===== config.mk =====
export PLATFORM = sky130hd
export DESIGN_NAME = multiprocessor_interrupt_controller_top
export DESIGN_NICKNAME = d
export VERILOG_FILES = /design/src/design/mpic_pkg.sv /design/src/design/mpic_front.sv /design/src/design/mpic_back.sv /design/src/design/multiprocessor_interrupt_controller_top.sv
export SDC_FILE = /design/constraint.sdc
export NUM_CORES = 2
export LEC_CHECK = 0
export BUFFER_PORTS_ARGS = -buffer_cell sky130_fd_sc_hd__clkbuf_2
export CAP_MARGIN = 20
export CORE_ASPECT_RATIO = 0.5
export CORE_UTILIZATION = 45
export DETAILED_ROUTE_END_ITERATION = 8
export PLACE_DENSITY = 0.66
export SLEW_MARGIN = 40
export SYNTH_ARGS = -nofsm -noshare
export SYNTH_HDL_FRONTEND = slang
export SYNTH_HIERARCHICAL = 1
export SYNTH_SLANG_ARGS = --single-unit

===== constraint.sdc =====
create_clock -name clk -period 4.04 [get_ports clk]
set_input_delay 0.202 -clock clk [delete_from_list [all_inputs] [get_ports clk]]
set_output_delay 0.202 -clock clk [all_outputs]
set_load 0.05 [all_outputs]

===== src/design/mpic_pkg.sv =====
`timescale 1ns / 1ps
// ----------------------------------------------------------------------------
// mpic_pkg
// Shared types and constants of the multiprocessor interrupt controller.
// ----------------------------------------------------------------------------
package mpic_pkg;

	localparam int MaxCpus  = 16;
	localparam int NumLines = 16;

	localparam logic [1:0] FUNC_READ  = 2'd0;
	localparam logic [1:0] FUNC_WRITE = 2'd1;
	localparam logic [1:0] FUNC_LINE  = 2'd2;
	localparam logic [1:0] FUNC_ACK   = 2'd3;

	localparam logic [7:0] OFS_LEVEL   = 8'h00;
	localparam logic [7:0] OFS_PENDING = 8'h04;
	localparam logic [7:0] OFS_FORCE0  = 8'h08;
	localparam logic [7:0] OFS_CLEAR   = 8'h0C;
	localparam logic [7:0] OFS_STATUS  = 8'h10;
	localparam logic [7:0] OFS_BCAST   = 8'h14;

	typedef struct packed {
		logic [1:0]  func;
		logic [7:0]  reg_addr;
		logic [31:0] write_data;
		logic [3:0]  irq_line;
		logic        irq_level;
		logic [3:0]  ack_cpu;
		logic [3:0]  ack_number;
	} cmd_t;

endpackage


===== src/design/mpic_front.sv =====
`timescale 1ns / 1ps
// ----------------------------------------------------------------------------
// mpic_front
// Input stage: registers transactions into a two-entry queue.
// ----------------------------------------------------------------------------
module mpic_front (
	input  logic            clk,
	input  logic            arst_n,
	input  logic            in_valid,
	output logic            in_ready,
	input  mpic_pkg::cmd_t  in_cmd,
	output logic            q_valid,
	input  logic            q_ready,
	output mpic_pkg::cmd_t  q_cmd
);
	import mpic_pkg::*;

	cmd_t       mem_q [2];
	logic       wp_q, rp_q;
	logic [1:0] cnt_q;

	assign in_ready = (cnt_q != 2'd2);
	assign q_valid  = (cnt_q != 2'd0);
	assign q_cmd    = mem_q[rp_q];

	always_ff @(posedge clk) begin
		if (in_valid && in_ready) mem_q[wp_q] <= in_cmd;
	end

	always_ff @(posedge clk or negedge arst_n) begin
		if (!arst_n) begin
			wp_q  <= 1'b0;
			rp_q  <= 1'b0;
			cnt_q <= 2'd0;
		end else begin
			if (in_valid && in_ready) wp_q <= ~wp_q;
			if (q_valid && q_ready) rp_q <= ~rp_q;
			cnt_q <= cnt_q + 2'(in_valid && in_ready) - 2'(q_valid && q_ready);
		end
	end

endmodule


===== src/design/mpic_back.sv =====
`timescale 1ns / 1ps
// ----------------------------------------------------------------------------
// mpic_back
// Register file and per-processor result sequencer.
// ----------------------------------------------------------------------------
module mpic_back #(
	parameter int MAX_CPUS = mpic_pkg::MaxCpus
) (
	input  logic            clk,
	input  logic            arst_n,
	input  logic            cfg_valid,
	output logic            cfg_ready,
	input  logic [4:0]      cfg_data,
	input  logic            q_valid,
	output logic            q_ready,
	input  mpic_pkg::cmd_t  q_cmd,
	output logic            out_valid,
	input  logic            out_ready,
	output logic [3:0]      cpu_index,
	output logic [15:0]     request_vector,
	output logic            start_pulse,
	output logic [31:0]     read_data,
	output logic            last
);
	import mpic_pkg::*;

	typedef enum logic [1:0] {ST_IDLE = 2'b01, ST_EMIT = 2'b10} state_t;

	state_t      state_q;
	logic [4:0]  count_q;
	logic [16:0] level_q;
	logic [15:0] pend_q, bcast_q, starts_q;
	logic [31:0] status_q, rdata_q;
	logic [31:0] mask_q [MAX_CPUS];
	logic [15:0] force_q [MAX_CPUS];
	logic [3:0]  ext_q [MAX_CPUS];
	logic [3:0]  idx_q;

	logic [4:0]  cfg_eff;
	logic [3:0]  slot;
	logic [31:0] rd;
	logic [15:0] p, hi, lo, lbit;
	logic [15:0] sv;
	logic        emit_done;

	function automatic logic [31:0] status_for(logic [4:0] n);
		logic [31:0] s;
		s = {4'(n - 5'd1), 28'd0};
		s[27:0] = 28'(((32'd1 << n) - 32'd2) & 32'hFFFF);
		return s;
	endfunction

	assign cfg_eff = (cfg_data == 5'd0) ? 5'd1 :
		(cfg_data > 5'(MAX_CPUS)) ? 5'(MAX_CPUS) : cfg_data;
	assign cfg_ready = (state_q == ST_IDLE);
	assign q_ready   = (state_q == ST_IDLE) && !cfg_valid;
	assign slot      = q_cmd.reg_addr[5:2];
	assign lbit      = 16'd1 << q_cmd.irq_line;
	assign sv        = q_cmd.write_data[15:0] & 16'(((32'd1 << MAX_CPUS) - 32'd2) & 32'hFFFF)
		& 16'((32'd1 << count_q) - 32'd1);

	always_comb begin
		rd = 32'd0;
		case (q_cmd.reg_addr[7:6])
			2'd0: begin
				case (q_cmd.reg_addr)
					OFS_LEVEL:   rd = 32'(level_q);
					OFS_PENDING: rd = 32'(pend_q);
					OFS_FORCE0:  rd = 32'(force_q[0]);
					OFS_STATUS:  rd = status_q;
					OFS_BCAST:   rd = 32'(bcast_q);
					default:     rd = 32'd0;
				endcase
			end
			2'd1: rd = (32'(slot) < MAX_CPUS) ? mask_q[slot] : 32'd0;
			2'd2: rd = (32'(slot) < MAX_CPUS) ? 32'(force_q[slot]) : 32'd0;
			default: rd = (32'(slot) < MAX_CPUS) ? 32'(ext_q[slot]) : 32'd0;
		endcase
	end

	assign p  = (pend_q | force_q[idx_q]) & mask_q[idx_q][15:0];
	assign hi = p & level_q[15:0];
	assign lo = p & ~level_q[15:0];

	assign out_valid      = (state_q == ST_EMIT);
	assign cpu_index      = idx_q;
	assign request_vector = (hi != 16'd0) ? hi : lo;
	assign start_pulse    = starts_q[idx_q];
	assign read_data      = rdata_q;
	assign last           = (5'(idx_q) + 5'd1 == count_q);
	assign emit_done      = out_valid && out_ready && last;

	always_ff @(posedge clk) begin
		if (q_valid && q_ready) begin
			rdata_q  <= (q_cmd.func == FUNC_READ) ? rd : 32'd0;
			starts_q <= (q_cmd.func == FUNC_WRITE && q_cmd.reg_addr == OFS_STATUS) ? sv : 16'd0;
		end
	end

	always_ff @(posedge clk or negedge arst_n) begin
		if (!arst_n) begin
			state_q  <= ST_IDLE;
			count_q  <= 5'd1;
			level_q  <= '0;
			pend_q   <= '0;
			bcast_q  <= '0;
			status_q <= status_for(5'd1);
			idx_q    <= '0;
			for (int i = 0; i < MAX_CPUS; i++) begin
				mask_q[i]  <= '0;
				force_q[i] <= '0;
				ext_q[i]   <= '0;
			end
		end else begin
			case (state_q)
				ST_IDLE: begin
					if (cfg_valid) begin
						count_q <= cfg_eff;
						if (cfg_eff != count_q) status_q <= status_for(cfg_eff);
					end else if (q_valid) begin
						state_q <= ST_EMIT;
						idx_q   <= '0;
						case (q_cmd.func)
							FUNC_WRITE: begin
								case (q_cmd.reg_addr[7:6])
									2'd0: begin
										case (q_cmd.reg_addr)
											OFS_LEVEL: level_q <= {q_cmd.write_data[16:1], 1'b0};
											OFS_FORCE0: force_q[0] <= q_cmd.write_data[15:0] & 16'hFFFE;
											OFS_CLEAR: begin
												pend_q <= pend_q & ~(q_cmd.write_data[15:0] & 16'hFFFE);
												for (int i = 0; i < MAX_CPUS; i++)
													if (5'(i) < count_q)
														force_q[i] <= force_q[i]
															& ~(q_cmd.write_data[15:0] & 16'hFFFE);
											end
											OFS_STATUS: status_q <= status_q & ~32'(sv);
											OFS_BCAST: bcast_q <= q_cmd.write_data[15:0] & 16'hFFFE;
											default: ;
										endcase
									end
									2'd1: if (32'(slot) < MAX_CPUS)
										mask_q[slot] <= q_cmd.write_data & 32'hFFFF_FFFE;
									2'd2: if (32'(slot) < MAX_CPUS)
										force_q[slot] <= (force_q[slot]
											| (q_cmd.write_data[15:0] & 16'hFFFE))
											& ~(q_cmd.write_data[31:16] & 16'hFFFE);
									default: if (32'(slot) < MAX_CPUS)
										ext_q[slot] <= q_cmd.write_data[3:0];
								endcase
							end
							FUNC_LINE: begin
								if (q_cmd.irq_level) begin
									if ((bcast_q & lbit) != 16'd0) begin
										for (int i = 0; i < MAX_CPUS; i++)
											force_q[i] <= force_q[i] | lbit;
									end else begin
										pend_q <= pend_q | lbit;
									end
								end
							end
							FUNC_ACK: begin
								pend_q <= pend_q & ~(16'd1 << q_cmd.ack_number);
								if (32'(q_cmd.ack_cpu) < MAX_CPUS)
									force_q[q_cmd.ack_cpu] <= force_q[q_cmd.ack_cpu]
										& ~(16'd1 << q_cmd.ack_number);
							end
							default: ;
						endcase
					end
				end
				ST_EMIT: begin
					if (out_ready) begin
						idx_q <= idx_q + 4'd1;
						if (emit_done) state_q <= ST_IDLE;
					end
				end
				default: state_q <= ST_IDLE;
			endcase
		end
	end

endmodule


===== src/design/multiprocessor_interrupt_controller_top.sv =====
`timescale 1ns / 1ps
// ----------------------------------------------------------------------------
// multiprocessor_interrupt_controller_top
// 16-line interrupt controller for up to MAX_CPUS processors.
// ----------------------------------------------------------------------------
// Input channel (in_valid/in_ready) carries one transaction: register read,
// register write, line raise or processor acknowledge. A two-entry queue
// decouples it from the executor. The executor applies the transaction,
// then emits one result per configured processor on the output
// channel (out_valid/out_ready), last set on the final one.
// The result sequencer takes no new transaction from the queue until
// the last result of the current one has been taken.
// The output stalls freely; the queue keeps taking up to two transactions.
// cfg channel writes cpu_count (0 acts as 1, above MAX_CPUS as MAX_CPUS);
// taken only between transactions, it reloads the status word on change.
// Reset: control and interrupt state cleared, one processor, status word for one processor.
// ----------------------------------------------------------------------------
module multiprocessor_interrupt_controller_top #(
	parameter int MAX_CPUS = mpic_pkg::MaxCpus
) (
	input  logic        clk,
	input  logic        arst_n,
	input  logic        cfg_valid,
	output logic        cfg_ready,
	input  logic [4:0]  cfg_data,
	input  logic        in_valid,
	output logic        in_ready,
	input  logic [1:0]  func,
	input  logic [7:0]  reg_addr,
	input  logic [31:0] write_data,
	input  logic [3:0]  irq_line,
	input  logic        irq_level,
	input  logic [3:0]  ack_cpu,
	input  logic [3:0]  ack_number,
	output logic        out_valid,
	input  logic        out_ready,
	output logic [3:0]  cpu_index,
	output logic [15:0] request_vector,
	output logic        start_pulse,
	output logic [31:0] read_data,
	output logic        last
);
	import mpic_pkg::*;

	cmd_t in_cmd, q_cmd;
	logic q_valid, q_ready;

	assign in_cmd = '{func: func, reg_addr: reg_addr, write_data: write_data,
		irq_line: irq_line, irq_level: irq_level, ack_cpu: ack_cpu,
		ack_number: ack_number};

	mpic_front u_front (
		.clk, .arst_n, .in_valid, .in_ready, .in_cmd,
		.q_valid, .q_ready, .q_cmd
	);

	mpic_back #(.MAX_CPUS(MAX_CPUS)) u_back (
		.clk, .arst_n, .cfg_valid, .cfg_ready, .cfg_data,
		.q_valid, .q_ready, .q_cmd,
		.out_valid, .out_ready, .cpu_index, .request_vector,
		.start_pulse, .read_data, .last
	);

endmodule

==> results.yml <==
pwr:
  report.power.total_mw: 50.8
  power_leakage_nw: 29.3
  power.density_mw_per_mm2: 723
  worst_ir_drop_vdd_mv: 0.424
detailed_routing:
  routedWlPerCell_um: 38.4
  detailedRoute.firstPassIterationCount: 8
  route.detailed.vias_per_inst: 7.11
  drc: 0
  drt.antenna.violating_nets: 0
  route.vias.total: 50000
  route.final.wire_length_mm: 270
  drt_iter0_drc: 7335
sta:
  timing.final.max_slew_violations: 0
  worst_slew_pin_slew_ns: 1.00
  final.setup.worst_slack_ns: -0.518
  hold_violations: 0
  max_freq_mhz: 219
  report.final.setup_viol: 16
  rsz0062_at_grt: "yes"
  relSlewSlack_pct: 33.2
  finalCritPeriodShare_pct: 113
  finClkSkew_ns: 0.0696
  final_period_minus_worst_setup_slack_ns: 4.56
clocking:
  cts_sinks: 1055
  cts_made_buffers: 99
  cts-htree-levels: 3
  cts_max_path_buffers: 3
  ctsRootBufferMaster: "clkbuf_16"
  worstSkewPairLatency_ns: 0.77
  cts_tree: "built"
  cts.clk_slew.worst_paths_ns: 0.07
finish:
  layout-drive-gt1-share_pct: 37.2
  flow.area_growth_from_synthesis_pct: 16.8
  final.fill_count: 11100
  post_route_core_utilization_pct: 53.2
  finish.net_count: 5225
logic_synthesis:
  synth-warning-count: 6
  post-synth-top-area-cell: "dfrtp_1"
  syn-num-nets: 4933
  yosysTopAreaCellShare_pct: 37.3
  netlist-cell-type-count: 90
  ys_seq_area_share_pct: 45.2
  yosys_most_used_dff: "dfrtp_1"
  post_synthesis_sequential_element_count: 1055
  async_set_or_reset_flop_fraction_in_the_synthesized_netlist_pct: 85.1
  synth_enable_flop_cells: 157
  syn-instance-count: 4859
  netlist_area_mm2: 0.0602
  ys_top_cells_by_area: "dfrtp_1 37%, mux4_2 16%, mux2_2 13%"
  postSynthAreaPerCell_um2: 12.4
grt:
  global_route.usage.total_pct: 39.6
  grt_start_max_net_pins: 153
  gr-total-overflow: 0
  grt_pass1_vias: 47900
  initial_antenna_violation_count: 27
  grt_pass1_wl_mm: 377
setup_path:
  critical_path.max_stage_delay_ns: 0.64
  start_kind: "register"
  arrival_ns: 4.36
  r2r_cells: 10
  critical_path_required_ns: 3.84
  worst-path-max-fanout: 11
  worstSetupEndpointType: "output port"
  worstPathCellList: "buf_8 > mux2i_1 > nand3b_1 > o311ai_0 > a31oi_1 > a222oi_1 > o2111ai_4 > buf_12 > o41ai_4 > buf_4 > buf_12"
  critPathKind: "reg -> out"
  timing.critical_path.depth: 11
  cp.buffers_inverters: 4
  path_delay_family: "compound AO/OA/AOI/OAI gates"
  crit_path_frequent_cell: "buf_12"
  critPathSlowestCell: "mux2i_1"
floorplan:
  floorplan.initialDensity_pct: 45.6
  fp.dieW_um: 519
  chipHeight_um: 261
  floorplan.rows: 94
  die-area_mm2: 0.135
  number_of_top_level_pins: 122
  core_area_mm2: 0.132
placed_design:
  portBuffers: 120
  finalWeightedCongestion: 1.05
  place_hpwl_mm: 192
hold_path:
  holdCritPathClass: "in -> async"
run:
  cap_violations: 0
run_status:
  violated_checks: "negative setup slack"
  run_status: "finished, violations left"
## cells by family after synthesis
family	synth area share, %
AO/OA/AOI/OAI	14.1
multiplexers	29.5
flip-flops	45.2
other	0.00623
buffers and inverters	3.44
adder cells (fa/ha/maj)	0.187
AND/OR/NAND/NOR	7.37
XOR/XNOR	0.276
## report_power, final
part,switching [mW],total [mW],internal (mW)
clock network,4.63,10.1,5.43
registers,3.12,16.4,13.3
logic,15.4,24.4,8.97
## final cells by class
type / count / area, um2 / area share (%)
Timing Repair Buffer: 640 / 5710 / 8.12
Sequential cell: 1055 / 27200 / 38.7
Clock buffer: 139 / 2850 / 4.06
Multi-Input combinational cell: 3330 / 31600 / 45.0
Clock inverter: 45 / 552 / 0.785
Tap cell: 1776 / 2220 / 3.16
Antenna cell: 27 / 67.6 / 0.0961
Inverter: 25 / 93.8 / 0.133
## placed cells by master, fill, tap and decap left out, drive strengths merged, types with 143 or more instances in the layout
cell / instances
buf: 469
a221oi: 143
dfrtp: 896
mux4: 427
nand2: 348
edfxtp: 157
a21oi: 172
o21ai: 291
clkbuf: 244
mux2: 671
nor2: 260
## final timing paths
path	start	endpoint	slack, ns
setup reg to reg	u_front/rp_q$_DFFE_PN0P_	u_back/force_q[148]$_DFFE_PN0P_	-0.02
setup / recovery	u_back/cpu_index[1]$_DFFE_PN0P_	request_vector[15]	-0.52
hold reg to reg	u_back/mask_q[439]$_DFFE_PN0P_	u_back/mask_q[439]$_DFFE_PN0P_	0.50
hold / removal	arst_n	u_back/mask_q[375]$_DFFE_PN0P_	0.02
max in group asynchronous	arst_n	u_back/force_q[172]$_DFFE_PN0P_	2.66
min in group clk	write_data[1]	u_front/mem_q[0][14]$_DFFE_PP_	0.16
## timing repair
action / 4_1_cts / 5_1_grt
buffers inserted: 31 / 9
pin swaps: 31 / 23
resized for setup: 68 / 33
endpoints found under the hold margin: 286 / 0
setup endpoints to repair: 16 / 32
hold buffers: 65 / 0
gates cloned: 3 / 1
## flip-flops by register name, summed over array words and instances, names as in the netlist
register	flops
u_back/status_q	20
u_back/count_q	5
u_back/force_q	256
u_front/rp_q	1
u_back/starts_q	15
u_back/ext_q	64
u_back/state_q	2
u_front/mem_q	110
u_back/pend_q	16
u_back/mask_q	496
u_back/cpu_index	4
u_front/wp_q	1
u_back/bcast_q	15
u_front/cnt_q	2
u_back/read_data	32
u_back/level_q	16
## cells in the mapped netlist, types with 40 or more instances
cell,count
o2bb2ai_1,46
o21a_1,93
dfrtp_1,896
a221oi_1,143
o21ai_0,278
edfxtp_1,157
a21oi_1,171
nor2b_1,45
mux4_2,419
mux2i_1,54
buf_1,40
nand2_1,348
nor3_1,40
nand3_1,75
a22o_1,113
mux2_2,670
nor2_1,260
o221ai_1,80
clkbuf_1,316
buf_2,65
## routing by layer
layer / up-vias / global-route usage (%) / part of all wire [%] / wire, um
met3: 612 / 18.7 / 16 / 42100
met1: 26200 / 55.3 / 41 / 110000
li1: 19700 / - / - / -
met2: 3576 / 53.8 / 40 / 109000
met5: - / 0 / 0.048 / 131
met4: 18 / 12.4 / 3.6 / 9640
## metrics by stage
step	cells	area [um2]	hold slack [ns]	setup slack, ns	setup TNS, ns
final	7037	70300	0.0151	-0.518	-7.26
after global routing	7013	70200	0.0696	-0.493	-6.78
after CTS	6996	69900	0.00108	-0.452	-6.26
after detailed placement	6714	65200	0.238	-0.140	-0.669
after global placement	6714	65100	0.229	-0.209	-1.59
after floorplan	4859	60300	-0.0936	-0.248	-0.720
## worst register-to-register path, delay by kind of cell (launching register included)
| family | cells | cell delay, ns |
|---|---|---|
| simple gates | 4 | 1.06 |
| buf+inv | 3 | 0.68 |
| flops | 1 | 0.67 |
| mux | 1 | 0.42 |
| compound gates | 2 | 1.08 |
Power figures use the tool's default switching activity.
